[config.mk]
export PLATFORM = sky130hd
export DESIGN_NAME = ocd_queue
export DESIGN_NICKNAME = d
export VERILOG_FILES = /design/src/hw/rtl/ocd_queue.sv
export SDC_FILE = /design/constraint.sdc
export NUM_CORES = 1
export LEC_CHECK = 0
export BUFFER_PORTS_ARGS = -buffer_cell sky130_fd_sc_hd__clkbuf_2
export CAP_MARGIN = 20
export CORE_MARGIN = 1
export CORE_UTILIZATION = 45
export DETAILED_ROUTE_END_ITERATION = 16
export GPL_TIMING_DRIVEN = 0
export PLACE_DENSITY = 0.71
export SLEW_MARGIN = 20
export SYNTH_ARGS = -nofsm -noshare
export SYNTH_HDL_FRONTEND = slang
export SYNTH_SLANG_ARGS = --single-unit
[constraint.sdc]
create_clock -name clk -period 1.73 [get_ports clk]
set_clock_uncertainty 0.1 [all_clocks]
set_input_delay 0.173 -clock clk [delete_from_list [all_inputs] [get_ports clk]]
set_output_delay 0.173 -clock clk [all_outputs]
set_load 0.05 [all_outputs]
[src/hw/rtl/ocd_queue.sv]
// ocd_queue: short FIFO between the front and the back of the dictionary.
// Depends on nothing.
module ocd_queue #(
  parameter int DEPTH = 2,
  parameter int WIDTH = 8
) (
  input  logic             clk,
  input  logic             rst_n,
  input  logic             push_valid,
  output logic             push_ready,
  input  logic [WIDTH-1:0] push_data,
  output logic             pop_valid,
  input  logic             pop_ready,
  output logic [WIDTH-1:0] pop_data
);

  localparam int IW = (DEPTH > 1) ? $clog2(DEPTH) : 1;
  localparam int CW = $clog2(DEPTH + 1);

  logic [WIDTH-1:0] slot_r [DEPTH];
  logic [IW-1:0]    wr_ptr_r, wr_ptr_nxt;
  logic [IW-1:0]    rd_ptr_r, rd_ptr_nxt;
  logic [CW-1:0]    count_r, count_nxt;
  logic             do_push, do_pop;

  assign push_ready = (count_r != CW'(DEPTH));
  assign pop_valid  = (count_r != '0);
  assign pop_data   = slot_r[rd_ptr_r];
  assign do_push    = push_valid && push_ready;
  assign do_pop     = pop_valid && pop_ready;

  always_comb begin
    wr_ptr_nxt = wr_ptr_r;
    rd_ptr_nxt = rd_ptr_r;
    count_nxt  = count_r;
    if (do_push) begin
      wr_ptr_nxt = (wr_ptr_r == IW'(DEPTH - 1)) ? '0 : wr_ptr_r + 1'b1;
    end
    if (do_pop) begin
      rd_ptr_nxt = (rd_ptr_r == IW'(DEPTH - 1)) ? '0 : rd_ptr_r + 1'b1;
    end
    if (do_push && !do_pop) begin
      count_nxt = count_r + 1'b1;
    end else if (do_pop && !do_push) begin
      count_nxt = count_r - 1'b1;
    end
  end

  always_ff @(posedge clk) begin
    if (!rst_n) begin
      wr_ptr_r <= '0;
      rd_ptr_r <= '0;
      count_r  <= '0;
    end else begin
      wr_ptr_r <= wr_ptr_nxt;
      rd_ptr_r <= rd_ptr_nxt;
      count_r  <= count_nxt;
    end
  end

  always_ff @(posedge clk) begin
    if (do_push) begin
      slot_r[wr_ptr_r] <= push_data;
    end
  end

endmodule

==> implementation parameters <==
Parameter                              Value

Critical path
  Crit start category ... flip-flop
  Crit Path Category ... reg2reg
  CP endpoint kind ... flip-flop
  Worst-path maximum fanout ... 5
  Critical Path RT ... around 1.9 ns
  Worst path arrival time ... 1.81 ns

Clock network
  TritonCTS clock tree ... built
  Skew-Pair Late Insertion Delay ... a little over 0.3 ns
  Clock buffers created by TritonCTS ... 3
  Root buf cell ... sky130_fd_sc_hd__clkbuf_4
  Setup Buffers After CTS ... 0
  Clock tree sinks ... 21
  Max Root-Sink Buffers ... 2
  Clock transition at the register clock pins on the worst setup and hold paths after CTS ... 0.11 ns
  # H-tree levels ... 1

Placement
  Final HPWL DP ... 841 µm
  Placed cells ... 95
  Routability cong. ... approximately 0.67
  Input/output buffers ... 21

Floorplanning
  Overall die width ... approximately 44 µm
  Die area ... approximately 2000 µm²
  Total I/O pin count ... 22
  Initial Utilization ... around half
  Site row count ... 14
  Area inside the core boundary ... roughly 1600 µm²
  Die height ... around 44 µm

STA
  Clock period minus worst slack ... approximately 1.7 ns
  FMAX ... 601 MHz
  Pins over their slew limit ... 0
  Final count of negative-setup-slack endpoints ... 0
  Actual slew at the worst max-slew pin ... around 0.37 ns
  Final Hold Fails ... 0
  Remaining max-slew budget at the tightest pin ... between 70% and 80%
  Worst hold margin ... about 0.048 ns
  RSZ-0062 raised after global routing ... true
  Crit share post-route ... 96.2%

Global routing
  Initial antenna violation count ... 0
  Largest net degree at the start of global routing ... 13
  Wire length of the first global-routing pass ... ~2100 µm
  Number of global-route vias before repair ... ~500
  Global-route total usage across every layer ... about 16%
  Grt total ovfl ... 0

Synthesis
  Main combinational cell family by area after synthesis ... multiplexers
  Fraction of registers with async set/reset ... 0%
  Post-synthesis sequential area ratio ... a little over 70%
  Number of enable flip-flop cells after synthesis ... 16
  Share of the synthesized area in compound gates (AO/OA/AOI/OAI) ... around 3.7%
  Post-synthesis average cell area ... about 16 µm²
  Cell types with the largest area share after synthesis ... sky130_fd_sc_hd__edfxtp_1 (59%), sky130_fd_sc_hd__dfxtp_1 (12%), sky130_fd_sc_hd__mux2_2 (11%)
  Mapped Area ... around 800 µm²
  Area share of the leading cell type in the synthesized netlist ... between 50% and 60%
  Post-synthesis cell type with the largest combined area ... sky130_fd_sc_hd__edfxtp_1
  Mux contribution to synthesized area ... between 10 and 15%
  Leading cell type by number of instances after synthesis ... sky130_fd_sc_hd__edfxtp_1
  Number of nets in the synthesized netlist ... 63
  Synth Instances ... 50
  Synthesized-area fraction occupied by and/or/nand/nor cells ... 7.11%
  Xor/xnor share of the synthesized area ... under 10%
  Adder-Cell Fraction of Synth Area ... under 10%
  Yosys warning total ... 0
  Count of cell types in the netlist ... 17
  Number of register bits inferred by synthesis ... 21
  Leading cell types by count after synthesis ... sky130_fd_sc_hd__edfxtp_1 (16), sky130_fd_sc_hd__mux2_2 (8), sky130_fd_sc_hd__dfxtp_1 (5)
  Top FF cell, synth ... sky130_fd_sc_hd__edfxtp_1

Pwr
  Pleak ... about 0.43 nW
  Power per cell area ... about 1500 nW/µm²
  PnR Total Power ... 1.62 mW
  Worst voltage drop across the vdd grid ... ~0.0011 V

Cells and area
  Non-filler instance count after layout ... roughly 110
  Number of nets in the finished design ... 97
  Area growth from synthesis to layout ... 30.6%
  Ant diodes ... 0
  Core utilization of the finished layout ... 66.3%
  Number of fillers in the final layout ... ~120
  Share of post-route cells with drive strength above 1 ... 47.0%
  Area taken by flip-flops and latches ... about 600 µm²
  Multi-input combinational cell area ... 216 µm²

Route
  DRC violation count after routing ... 0
  Routed length per instance ... between 10 and 15 µm
  Via total after detailed routing ... around 500
  Via density ... ~4.6
  Aggregate routed wire length ... roughly 1200 µm
  DRT antenna net count ... 0
  Drt initial violations ... 4
  1st-pass router iterations ... 2

Hold path
  Worst hold path type ... in2reg

Outcome
  Status ... finished clean

Run
  Max-cap violation count ... 0
logic make-up (layout without fill, tap and decap cells):
group / after synthesis / count (layout)
AO/OA/AOI/OAI: 5 / 5
adder cells (fa/ha/maj): 1 / 1
flip-flops: 21 / 21
multiplexers: 8 / 8
AND/OR/NAND/NOR: 9 / 9
buffers and inverters: 3 / 36
XOR/XNOR: 3 / 3
where the power goes:
group          switching, mW  total (mW)  internal [mW]
clock network          0.150       0.236         0.0864
logic                  0.464       0.696          0.233
registers             0.0445       0.689          0.644
path summary, 6_finish.rpt:
kind | start | end | slack [ns] | depth (start not counted)
max | count_r[0] | count_r[1] | 0.07 | 5
min reg2reg | rd_ptr_r | rd_ptr_r | 0.42 | 2
max reg2reg | count_r[0] | count_r[1] | 0.07 | 5
min | rst_n | count_r[0] | 0.05 | 3
cell usage in the layout (no fill, tap or decap):
cell type	instances
sky130_fd_sc_hd__nor2_1	3
sky130_fd_sc_hd__dfxtp_1	3
sky130_fd_sc_hd__xor2_1	3
sky130_fd_sc_hd__mux2_2	8
sky130_fd_sc_hd__and2_1	1
sky130_fd_sc_hd__clkbuf_4	4
sky130_fd_sc_hd__a21oi_1	2
sky130_fd_sc_hd__dlygate4sd3_1	8
sky130_fd_sc_hd__o21ai_0	2
sky130_fd_sc_hd__buf_2	8
sky130_fd_sc_hd__clkinv_2	1
sky130_fd_sc_hd__a21bo_2	1
sky130_fd_sc_hd__nand2b_4	1
sky130_fd_sc_hd__edfxtp_1	16
sky130_fd_sc_hd__nand3b_1	1
sky130_fd_sc_hd__or2_2	1
sky130_fd_sc_hd__and3_1	1
sky130_fd_sc_hd__clkbuf_2	13
sky130_fd_sc_hd__or3_1	1
sky130_fd_sc_hd__dfxtp_2	2
sky130_fd_sc_hd__ha_1	1
sky130_fd_sc_hd__inv_1	2
state kept, by name, indices dropped and copies added (netlist names), named ones only:
register  flops
wr_ptr_r      1
slot_r       16
count_r       2
rd_ptr_r      1
through the flow:
step | worst slack [ns] | TNS, ns | instance area (µm²)
final | 0.0661 | 0 | 1060
after global routing | -0.0137 | -0.0137 | 1060
after CTS | 0.00543 | 0 | 1050
after detailed placement | 0.0703 | 0 | 945
after global placement | 0.0965 | 0 | 945
after floorplan | 0.0317 | 0 | 810
per-layer routing:
metal	track usage [%]	share of wire, %
met5	0	0
met4	12.7	2.6
met3	4.90	3.7
met2	27.1	51
met1	17.7	43
area by class of cell:
class	count	share of cell area, %
inverters	2	0.710
flip-flops and latches	21	55.1
repair buffers	29	17.5
clock buffers	3	2.13
clock inverters	1	0.473
multi-input cells	26	20.5
well taps	24	2.84
plain buffers	1	0.710
critical path, cell delays in order (launching register included):
cell and delay [ns]:
sky130_fd_sc_hd__dfxtp_2 0.36, sky130_fd_sc_hd__nand2b_4 0.15, sky130_fd_sc_hd__and2_1 0.15, sky130_fd_sc_hd__ha_1 0.31, sky130_fd_sc_hd__or3_1 0.37, sky130_fd_sc_hd__a21oi_1 0.15
what timing repair did:
| action | CTS | global route |
|---|---|---|
| hold buffers | 8 | 0 |
| hold endpoints to repair | 16 | 0 |
| endpoints found under the setup margin | 0 | 9 |
| resized for setup | 0 | 11 |
Power figures use the tool's default switching activity.
