### config.mk
export PLATFORM = sky130hd
export DESIGN_NAME = ocd_front
export DESIGN_NICKNAME = d
export VERILOG_FILES = /design/src/hw/rtl/ocd_pkg.sv /design/src/hw/rtl/ocd_front.sv
export SDC_FILE = /design/constraint.sdc
export NUM_CORES = 1
export LEC_CHECK = 0
export ABC_AREA = 0
export BUFFER_PORTS_ARGS = -buffer_cell sky130_fd_sc_hd__buf_2
export CAP_MARGIN = 40
export CORE_ASPECT_RATIO = 1.4
export CORE_MARGIN = 4
export CORE_UTILIZATION = 51
export CTS_BUF_LIST = sky130_fd_sc_hd__clkbuf_8
export DETAILED_ROUTE_END_ITERATION = 8
export PLACE_DENSITY = 0.88
export SYNTH_ARGS = -nofsm -noshare
export SYNTH_HDL_FRONTEND = slang
export SYNTH_SLANG_ARGS = --single-unit
### constraint.sdc
create_clock -name clk -period 7.28 [get_ports clk]
set_input_delay 1.456 -clock clk [delete_from_list [all_inputs] [get_ports clk]]
set_output_delay 1.456 -clock clk [all_outputs]
set_load 0.01 [all_outputs]
### src/hw/rtl/ocd_pkg.sv
// ocd_pkg: shared types, codes and constants of the opcode id dictionary.
// Depends on nothing; each file of the block but ocd_queue refers to it by scope.
package ocd_pkg;

  localparam int SLOTS_DEF = 1024;
  localparam int OP_W      = 32;
  localparam int ID_W      = 11;
  localparam int Q_DEPTH   = 2;

  localparam logic [OP_W-1:0] HASH_MUL = 32'd2654435761;

  localparam logic CMD_LOOKUP = 1'b0;
  localparam logic CMD_CLEAR  = 1'b1;

  localparam logic [1:0] ST_FOUND   = 2'd0;
  localparam logic [1:0] ST_NEW     = 2'd1;
  localparam logic [1:0] ST_FULL    = 2'd2;
  localparam logic [1:0] ST_CLEARED = 2'd3;

  localparam logic [ID_W-1:0] ID_FIRST = 11'd1;

  typedef struct packed {
    logic            command;
    logic [OP_W-1:0] opcode;
  } in_word_t;

  typedef struct packed {
    logic [1:0]      status;
    logic [ID_W-1:0] id;
  } out_word_t;

  typedef struct packed {
    logic            valid;
    logic [ID_W-1:0] id;
    logic [OP_W-1:0] opcode;
  } entry_t;

endpackage

### src/hw/rtl/ocd_front.sv
// ocd_front: input register of the dictionary; takes words and hashes the opcode
// to its home slot. Depends on ocd_pkg.
module ocd_front #(
  parameter  int SLOTS = ocd_pkg::SLOTS_DEF,
  localparam int AW    = $clog2(SLOTS),
  localparam int QW    = 1 + ocd_pkg::OP_W + AW
) (
  input  logic              clk,
  input  logic              rst_n,
  input  logic              in_valid,
  output logic              in_stall,
  input  ocd_pkg::in_word_t in_word,
  output logic              push_valid,
  input  logic              push_ready,
  output logic [QW-1:0]     push_data
);

  logic                    f_valid_r, f_valid_nxt;
  logic                    f_cmd_r;
  logic [ocd_pkg::OP_W-1:0] f_op_r;
  logic [AW-1:0]           f_home_r;
  logic [AW-1:0]           op_lo;
  logic [AW-1:0]           mul_lo;
  logic [AW-1:0]           home_nxt;
  logic                    accept;

  assign op_lo    = in_word.opcode[AW-1:0];
  assign mul_lo   = ocd_pkg::HASH_MUL[AW-1:0];
  assign home_nxt = op_lo * mul_lo;

  assign in_stall   = f_valid_r && !push_ready;
  assign accept     = in_valid && !in_stall;
  assign push_valid = f_valid_r;
  assign push_data  = {f_cmd_r, f_op_r, f_home_r};

  always_comb begin
    f_valid_nxt = f_valid_r;
    if (accept) begin
      f_valid_nxt = 1'b1;
    end else if (f_valid_r && push_ready) begin
      f_valid_nxt = 1'b0;
    end
  end

  always_ff @(posedge clk) begin
    if (!rst_n) begin
      f_valid_r <= 1'b0;
    end else begin
      f_valid_r <= f_valid_nxt;
    end
  end

  always_ff @(posedge clk) begin
    if (accept) begin
      f_cmd_r  <= in_word.command;
      f_op_r   <= in_word.opcode;
      f_home_r <= home_nxt;
    end
  end

endmodule

==> flow_metrics.env, run 1 <==
export IMPL_status="finished, final reports clean"
export IMPL_drt_vias_per_instance=4.67
export IMPL_die_area_mm2=0.00437
export IMPL_root_buffer="clkbuf_8"
export IMPL_syn_area_mm2=0.00172
export IMPL_fin_util_pct=72.1
export IMPL_timing_rr_start="push_valid$_SDFFE_PN0P_"
export IMPL_drive_gt1_share_pct=50.6
export IMPL_final_hold_viol_count=0
export IMPL_vias=1014
export IMPL_diodes=0
export IMPL_gp_congestion=0.834
export IMPL_yosysWarnings=0
export IMPL_seq_area_frac_synth_pct=69.3
export IMPL_reg2reg_slack_ns=5.94
export IMPL_p_leak_nw=1.08
export IMPL_path_clk_slew_ns=0.07
export IMPL_post_route_period_util_pct=57.3
export IMPL_rsz0062_at_grt="no"
export IMPL_totalWireLength_um=3350
export IMPL_io_pins=82
export IMPL_holdPathEnd="push_valid$_SDFFE_PN0P_"
export IMPL_firstDrtPassIters=4
export IMPL_antenna_found_initial=0
export IMPL_area_growth_pct=33.6
export IMPL_grt_overflow_total=0
export IMPL_drt_iter0_drc=28
export IMPL_synth_top_area_share_pct=68.2
export IMPL_ys_ff_latch=40
export IMPL_synthDistinctLibCells=12
export IMPL_clock_fmax_mhz=240
export IMPL_pre_cts_slack_ns=2.80
export IMPL_dp_cells=209
export IMPL_hold_start="push_valid$_SDFFE_PN0P_"
export IMPL_avgSynthCellArea_um2=18.5
export IMPL_final_cell_mix="buf_2 (81), edfxtp_1 (39), ha_1 (18), inv_1 (13), xnor2_1 (7)"
export IMPL_maxCapViolations=0
export IMPL_critPathMaxFanout=4
export IMPL_synth_area_leader_cell="edfxtp_1"
export IMPL_comb_power_share_pct=20.7
export IMPL_cellPowerDensity_mw_per_mm2=268
export IMPL_nFillCells=221
export IMPL_syn_inst=93
export IMPL_cts_tree="done"
export IMPL_htreeDepth=2
export IMPL_vdd_ir_drop_worst_mv=0.211
export IMPL_startpoint_type="primary input"
export IMPL_p_sw_share_pct=22.0
export IMPL_die_w_um=57.1
export IMPL_finalSetupTns_ns=0
export IMPL_final_common_cell="buf_2"
export IMPL_holdPathStages=2
export IMPL_finalPower_mw=0.616
export IMPL_coreArea_mm2=0.00318
export IMPL_rows=24
export IMPL_ys_top_cells_by_area="edfxtp_1 (68%), ha_1 (13%), fa_1 (4.7%)"
export IMPL_post_cts_resized=0
export IMPL_skew_ns=0.00422
export IMPL_setup_slack_ns=3.11
export IMPL_insertion_delay_ns=0.28
export IMPL_grt_usage_pct=16.1
export IMPL_fin_nets=236
export IMPL_drc=0
export IMPL_cts_setup_buffers=0
export IMPL_clockBufferDepth=2
export IMPL_period_minus_slack_ns=4.17
export IMPL_switchingPower_mw=0.136
export IMPL_reg2regPathDepth=3
export IMPL_port_buffers=81
export IMPL_cts_hold_buffers=0
export IMPL_worst_setup_path_end_kind="flip-flop"
export IMPL_timing_rr_end="f_op_r[24]$_DFFE_PP_"
export IMPL_grt_pass1_wl_um=5280
export IMPL_clkPwrFrac_pct=32.9
export IMPL_hpwl_um=2830
export IMPL_antenna_left=0
export IMPL_initial_utilization_pct=54.0
export IMPL_finalSetupViolCount=0
export IMPL_wl_per_cell_um=15.4
export IMPL_synth_net_count=152
export IMPL_pwr_share_seq_pct=46.4
export IMPL_crit_type="primary input to flip-flop"
export IMPL_finalNonFillerCells=217
export IMPL_relSlewSlack_pct=76.1
export IMPL_hp_class="flip-flop to flip-flop"
export IMPL_grt_pass1_vias=1109
export IMPL_drv_slew=0
export IMPL_cts_buffers=5
export IMPL_p_int_mw=0.480
export IMPL_cp_data_required_time_ns=7.31
export IMPL_cts_sinks=40
export IMPL_grt_max_degree=31
export IMPL_critPathArrivalTime_ns=4.20
export IMPL_worst_slew_pin_slew_ns=0.357
export IMPL_die_h_um=76.7
## power groups by stage
| stage | Sequential (mW) | Clock (mW) | Combinational, mW |
|---|---|---|---|
| finish | 0.286 | 0.203 | 0.127 |
| global route | 0.288 | 0.219 | 0.141 |
| CTS | 0.286 | 0.207 | 0.130 |
| detailed placement | 0.291 | 0 | 0.129 |
| global placement | 0.291 | 0 | 0.121 |
| floorplan | 0.303 | 0 | 0.0682 |
## area by class of cell
type	instances	area (µm²)	area share [%]
clock inverter	3	63.8	2.78
tap	39	48.8	2.13
inverter	12	45.0	1.96
multi-input combinational	36	452	19.7
clock buffer	5	68.8	3.00
timing repair buffer	82	425	18.5
sequential	40	1190	51.9
## synth_stat cells (all sizes together)
cell,instances
edfxtp,39
nor2b,2
fa,4
xnor3,2
dfxtp,1
a21o,1
inv,12
ha,18
a21oi,1
xnor2,7
buf,5
o21a,1
## through the flow
stage	hold WS (ns)	area (µm²)
2_1_floorplan	0.710	1720
3_3_place_gp	0.656	2140
3_5_place_dp	0.688	2160
4_1_cts	0.709	2290
5_1_grt	0.753	2290
6_report	0.699	2290
## critical path, cell delays in order
cell and delay, ns:
buf_2 0.13, ha_1 0.32, ha_1 0.29, inv_1 0.05
fa_1 0.53, inv_1 0.05, fa_1 0.48, ha_1 0.33
a21oi_1 0.16, xnor3_1 0.39
## worst max path at each step
| stage | from | to | slack [ns] | cells past startpoint |
|---|---|---|---|---|
| global placement | in_word[0] | f_home_r[9]$_DFFE_PP_ | 2.91 | 10 |
| detailed placement | in_word[0] | f_home_r[9]$_DFFE_PP_ | 2.80 | 10 |
| global route | in_word[2] | f_home_r[9]$_DFFE_PP_ | 3.01 | 11 |
| CTS | in_word[2] | f_home_r[9]$_DFFE_PP_ | 3.10 | 11 |
| finish | in_word[0] | f_home_r[9]$_DFFE_PP_ | 3.11 | 10 |
| floorplan | in_word[0] | f_home_r[9]$_DFFE_PP_ | 3.09 | 9 |
## metal layers
metal  vias to the layer above  global-route usage, %  routed length [µm]
li1                        493                      -                   -
met1                       448                   17.1                1150
met2                        67                   27.9                1760
met3                         6                   5.71                 374
met4                         0                   7.42                  65
met5                         -                      0                   0
## kinds of logic (layout without fill, tap and decap cells)
group                      after synthesis  after routing  synth area share, %
DFF                                     40             40                 69.3
adders and majority gates               22             22                 17.8
buffers and inverters                   17            102                 4.81
xor gates and xnor gates                 9              9                 6.19
AOI/OAI and AO/OA                        3              3                 1.17
and+or+nand+nor                          2              2                0.728
## state kept, by name, indices dropped and copies added (netlist names)
signal      count
f_cmd_r         1
f_home_r        6
f_op_r         32
push_valid      1
(Power assumes the default switching activity.)
==> run 2, diff against run 1 <==
--- a/config.mk
+++ b/config.mk
@@ -10,10 +10,10 @@
 export CAP_MARGIN = 40
 export CORE_ASPECT_RATIO = 1.4
 export CORE_MARGIN = 4
-export CORE_UTILIZATION = 51
+export CORE_UTILIZATION = 47
 export CTS_BUF_LIST = sky130_fd_sc_hd__clkbuf_8
 export DETAILED_ROUTE_END_ITERATION = 8
-export PLACE_DENSITY = 0.88
+export PLACE_DENSITY = 0.82
 export SYNTH_ARGS = -nofsm -noshare
 export SYNTH_HDL_FRONTEND = slang
 export SYNTH_SLANG_ARGS = --single-unit
==> constraint.sdc (replaced) <==
create_clock -name clk -period 4.3 [get_ports clk]
set_input_delay 0.86 -clock clk [delete_from_list [all_inputs] [get_ports clk]]
set_output_delay 0.86 -clock clk [all_outputs]
set_load 0.01 [all_outputs]
==> flow_metrics.env, run 2 (synthesis results as in run 1) <==
export IMPL_finalNonFillerCells=218
export IMPL_fin_nets=236
export IMPL_crit_path_frequent_cell="ha_1"
export IMPL_timing_rr_start="push_valid$_SDFFE_PN0P_"
export IMPL_cellPowerDensity_mw_per_mm2=433
export IMPL_reg2reg_slack_ns=2.87
export IMPL_insertion_delay_ns=0.28
export IMPL_grt_overflow_total=0
export IMPL_root_buffer="clkbuf_8"
export IMPL_clockBufferDepth=2
export IMPL_firstDrtPassIters=2
export IMPL_gp_congestion=0.783
export IMPL_critPathArrivalTime_ns=3.60
export IMPL_crit_slowest_cell="fa_1"
export IMPL_crit_family="adder cells"
export IMPL_grt_pass1_wl_um=5030
export IMPL_path_buf_inv=3
export IMPL_post_cts_resized=0
export IMPL_die_area_mm2=0.00470
export IMPL_cts_buffers=5
export IMPL_timing_rr_end="f_home_r[7]$_DFFE_PP_"
export IMPL_finalPower_mw=0.986
export IMPL_largest_register="f_op_r"
export IMPL_vias=1014
export IMPL_largest_register_ffs=32
export IMPL_grt_usage_pct=14.8
export IMPL_status="finished, final reports clean"
export IMPL_maxCapViolations=0
export IMPL_crit_type="primary input to flip-flop"
export IMPL_drt_vias_per_instance=4.65
export IMPL_crit_end="f_home_r[9]$_DFFE_PP_"
export IMPL_p_leak_nw=1.07
export IMPL_finalSetupViolCount=0
export IMPL_rows=25
export IMPL_grt_max_degree=29
export IMPL_worst_path_stages=10
export IMPL_cts_tree="done"
export IMPL_grt_pass1_vias=1053
export IMPL_path_clk_slew_ns=0.07
export IMPL_antenna_found_initial=0
export IMPL_area_growth_pct=32.6
export IMPL_vdd_ir_drop_worst_mv=0.307
export IMPL_critPathMaxFanout=4
export IMPL_finalSetupTns_ns=0
export IMPL_crit_chain="buf_2 > ha_1 > ha_1 > inv_1 > fa_1 > inv_1 > fa_1 > ha_1 > a21oi_1 > xnor3_1"
export IMPL_htreeDepth=2
export IMPL_cts_hold_buffers=0
export IMPL_antenna_left=0
export IMPL_period_minus_slack_ns=3.58
export IMPL_wl_per_cell_um=15.2
export IMPL_initial_utilization_pct=49.9
export IMPL_worst_slew_pin_slew_ns=0.432
export IMPL_drive_gt1_share_pct=50.6
export IMPL_die_h_um=79.5
export IMPL_port_buffers=81
export IMPL_drt_iter0_drc=7
export IMPL_relSlewSlack_pct=71.2
export IMPL_diodes=0
export IMPL_worst_setup_path_end_kind="flip-flop"
export IMPL_final_cell_mix="buf_2 (81), edfxtp_1 (39), ha_1 (18), inv_1 (13), xnor2_1 (7)"
export IMPL_die_w_um=59.1
export IMPL_skew_ns=0.00241
export IMPL_drc=0
export IMPL_startpoint_type="primary input"
export IMPL_final_hold_viol_count=0
export IMPL_hpwl_um=2820
export IMPL_setup_worst_path_start="in_word[0]"
export IMPL_largestRegisters="f_op_r: 32 flops, f_home_r: 6 flops"
export IMPL_cp_data_required_time_ns=4.33
export IMPL_rsz0062_at_grt="no"
export IMPL_hp_class="flip-flop to flip-flop"
export IMPL_cpPeakStageDelay_ns=0.54
export IMPL_totalWireLength_um=3310
export IMPL_coreArea_mm2=0.00344
export IMPL_reg2regPathDepth=3
export IMPL_post_route_period_util_pct=83.1
export IMPL_clock_fmax_mhz=280
export IMPL_dp_cells=210
export IMPL_cts_sinks=40
export IMPL_cts_setup_buffers=0
export IMPL_final_common_cell="buf_2"
export IMPL_drv_slew=0
export IMPL_io_pins=82
==> run 2: changes by cell type in the layout (fill, tap and decap cells not counted) <==
| cell | before | now |
|---|---|---|
| buf_12 | 1 | 0 |
| clkinv_2 | 0 | 1 |
| buf_16 | 0 | 1 |
| bufinv_16 | 2 | 1 |
==> run 2: final cells by class <==
type,instances,area (µm²)
Timing Repair Buffer,82,433
Sequential cell,40,1190
Clock inverter,3,38.8
Inverter,12,45.0
Fill cell,259,1160
Clock buffer,5,68.8
Multi-Input combinational cell,36,452
Tap cell,40,50.0
==> run 2: power breakdown <==
group / total, mW / internal, mW / switching [mW]
Clock: 0.287 / 0.170 / 0.117
Combinational: 0.214 / 0.109 / 0.106
Sequential: 0.484 / 0.476 / 0.00849
==> run 2: worst reg2reg max path, delay by kind of cell (launching register included) <==
kind | cells | cell delay [ns]
and+or+nand+nor | 2 | 0.57
buffers and inverters | 1 | 0.24
DFF | 1 | 0.31
==> run 2: metrics by stage <==
step | cell area [µm²] | utilization (%) | worst slack (ns) | hold WS [ns]
after floorplan | 1720 | - | 0.705 | 0.710
after detailed placement | 2170 | 63.1 | 0.401 | 0.713
after CTS | 2280 | 66.2 | 0.714 | 0.727
final | 2280 | 66.2 | 0.725 | 0.722
after global routing | 2280 | 66.2 | 0.642 | 0.727
after global placement | 2140 | 62.3 | 0.517 | 0.669
==> run 2: worst min path at each step <==
stage / start / slack, ns / cells past startpoint / endpoint
after global routing: in_word[29] / 0.73 / 1 / f_op_r[29]$_DFFE_PP_
after floorplan: push_valid$_SDFFE_PN0P_ / 0.71 / 2 / push_valid$_SDFFE_PN0P_
after CTS: push_valid$_SDFFE_PN0P_ / 0.73 / 2 / push_valid$_SDFFE_PN0P_
final: push_valid$_SDFFE_PN0P_ / 0.72 / 2 / push_valid$_SDFFE_PN0P_
after detailed placement: push_valid$_SDFFE_PN0P_ / 0.71 / 2 / push_valid$_SDFFE_PN0P_
after global placement: push_valid$_SDFFE_PN0P_ / 0.67 / 2 / push_valid$_SDFFE_PN0P_
==> run 2: routing by layer <==
metal,track usage (%),part of all wire (%),wire length [µm],up-vias
li1,-,-,-,491
met1,16.6,36,1190,446
met4,5.67,2.5,81,0
met2,25.0,49,1620,68
met5,0,0,0,-
met3,5.50,13,416,9
==> run 3, diff against run 2 <==
--- a/config.mk
+++ b/config.mk
@@ -10,10 +10,10 @@
 export CAP_MARGIN = 40
 export CORE_ASPECT_RATIO = 1.4
 export CORE_MARGIN = 4
-export CORE_UTILIZATION = 47
+export CORE_UTILIZATION = 43
 export CTS_BUF_LIST = sky130_fd_sc_hd__clkbuf_8
 export DETAILED_ROUTE_END_ITERATION = 8
-export PLACE_DENSITY = 0.82
+export PLACE_DENSITY = 0.79
 export SYNTH_ARGS = -nofsm -noshare
 export SYNTH_HDL_FRONTEND = slang
 export SYNTH_SLANG_ARGS = --single-unit
==> constraint.sdc (replaced) <==
create_clock -name clk -period 3.05 [get_ports clk]
set_input_delay 0.61 -clock clk [delete_from_list [all_inputs] [get_ports clk]]
set_output_delay 0.61 -clock clk [all_outputs]
set_load 0.01 [all_outputs]
==> flow_metrics.env, run 3 (synthesis results as in run 1) <==
export IMPL_grt_pass1_wl_um=5370
export IMPL_holdPathEnd="f_op_r[18]$_DFFE_PP_"
export IMPL_relSlewSlack_pct=67.9
export IMPL_htreeDepth=2
export IMPL_rsz0062_at_grt="no"
export IMPL_status="finished, final reports clean"
export IMPL_cts_buffers=5
export IMPL_rows=26
export IMPL_nFillCells=291
export IMPL_grt_max_degree=40
export IMPL_initial_utilization_pct=45.9
export IMPL_wl_per_cell_um=15.3
export IMPL_grt_usage_pct=14.9
export IMPL_finalSetupViolCount=0
export IMPL_diodes=0
export IMPL_crit_family="adder cells"
export IMPL_die_w_um=61.4
export IMPL_final_cell_area_mm2=0.00235
export IMPL_antenna_found_initial=0
export IMPL_hpwl_um=2800
export IMPL_critPathMaxFanout=3
export IMPL_drt_iter0_drc=31
export IMPL_period_minus_slack_ns=2.96
export IMPL_area_growth_pct=36.8
export IMPL_timing_rr_start="push_valid$_SDFFE_PN0P_"
export IMPL_grt_pass1_vias=1133
export IMPL_die_h_um=82.8
export IMPL_port_buffers=81
export IMPL_grt_overflow_total=0
export IMPL_dp_cells=220
export IMPL_drv_slew=0
export IMPL_clockBufferDepth=2
export IMPL_drive_gt1_share_pct=54.8
export IMPL_clock_fmax_mhz=338
export IMPL_crit_slowest_cell="fa_1"
export IMPL_drt_vias_per_instance=4.81
export IMPL_final_cell_mix="buf_2 (81), edfxtp_1 (39), ha_1 (16), inv_1 (12), buf_4 (9)"
export IMPL_die_area_mm2=0.00508
export IMPL_root_buffer="clkbuf_8"
export IMPL_firstDrtPassIters=3
export IMPL_final_common_cell="buf_2"
export IMPL_critPathArrivalTime_ns=2.99
export IMPL_cts_tree="done"
export IMPL_insertion_delay_ns=0.28
export IMPL_setup_slack_ns=0.0916
export IMPL_totalWireLength_um=3480
export IMPL_antenna_left=0
export IMPL_largestRegisters="f_op_r: 32 flops, f_home_r: 6 flops"
export IMPL_skew_ns=0.00332
export IMPL_fin_nets=244
export IMPL_pre_cts_slack_ns=-0.211
export IMPL_cts_setup_buffers=0
export IMPL_post_cts_resized=0
export IMPL_timing_rr_end="f_op_r[3]$_DFFE_PP_"
export IMPL_p_leak_nw=1.10
export IMPL_reg2regPathDepth=3
export IMPL_whs_ns=0.505
export IMPL_finalSetupTns_ns=0
export IMPL_path_clk_slew_ns=0.07
export IMPL_cts_sinks=40
export IMPL_worst_slew_pin_slew_ns=0.481
export IMPL_vdd_ir_drop_worst_mv=0.438
export IMPL_finalNonFillerCells=228
export IMPL_crit_chain="buf_2 > ha_1 > ha_1 > inv_2 > fa_1 > inv_1 > fa_1 > xnor2_1 > xnor2_1 > xnor3_1"
export IMPL_vias=1096
export IMPL_cpPeakStageDelay_ns=0.47
export IMPL_finalPower_mw=1.43
export IMPL_largest_register="f_op_r"
export IMPL_dpl_cell_area_mm2=0.00224
export IMPL_cellPowerDensity_mw_per_mm2=609
export IMPL_fin_util_pct=62.8
export IMPL_hp_class="primary input to flip-flop"
export IMPL_coreArea_mm2=0.00374
export IMPL_gp_congestion=0.764
export IMPL_final_hold_viol_count=0
export IMPL_startpoint_type="primary input"
export IMPL_multi_input_area_um2=480
export IMPL_path_buf_inv=3
export IMPL_reg2reg_slack_ns=1.67
export IMPL_cts_hold_buffers=0
export IMPL_cp_data_required_time_ns=3.08
export IMPL_maxCapViolations=0
export IMPL_crit_type="primary input to flip-flop"
export IMPL_largest_register_ffs=32
export IMPL_regArea_mm2=0.00119
export IMPL_holdPathStages=1
export IMPL_hold_start="in_word[18]"
export IMPL_io_pins=82
export IMPL_worst_setup_path_end_kind="flip-flop"
export IMPL_post_route_period_util_pct=97.0
export IMPL_drc=0
==> run 3: changes by cell type in the layout (fill, tap and decap cells not counted), sizes merged <==
cell  before  now
buf       82   90
==> run 3: cell type report <==
cell class / instances / share of cell area, %
sequential: 40 / 50.7
multi-input combinational: 36 / 20.4
timing repair buffer: 90 / 20.1
clock buffer: 5 / 2.93
tap: 42 / 2.24
inverter: 12 / 1.92
clock inverter: 3 / 1.65
==> run 3: worst max-delay path by stage <==
stage,startpoint,slack (ns),cells past startpoint,end
after floorplan,in_word[2],0.02,10,f_home_r[9]$_DFFE_PP_
after global placement,in_word[3],-0.18,10,f_home_r[9]$_DFFE_PP_
after detailed placement,in_word[3],-0.21,10,f_home_r[9]$_DFFE_PP_
after CTS,in_word[3],0.08,10,f_home_r[9]$_DFFE_PP_
after global routing,in_word[3],0.02,10,f_home_r[9]$_DFFE_PP_
final,in_word[3],0.09,10,f_home_r[9]$_DFFE_PP_
==> run 3: power by group <==
| part | internal [mW] | total (mW) | switching, mW |
|---|---|---|---|
| logic | 0.184 | 0.343 | 0.159 |
| registers | 0.671 | 0.684 | 0.0127 |
| clock network | 0.239 | 0.404 | 0.165 |
==> run 3: per-layer routing <==
metal	global-route usage, %	share of wire (%)	up-vias
li1	-	-	509
met1	16.9	35	509
met2	26.0	48	71
met3	4.80	14	7
met4	5.31	2.0	0
met5	0	0	-
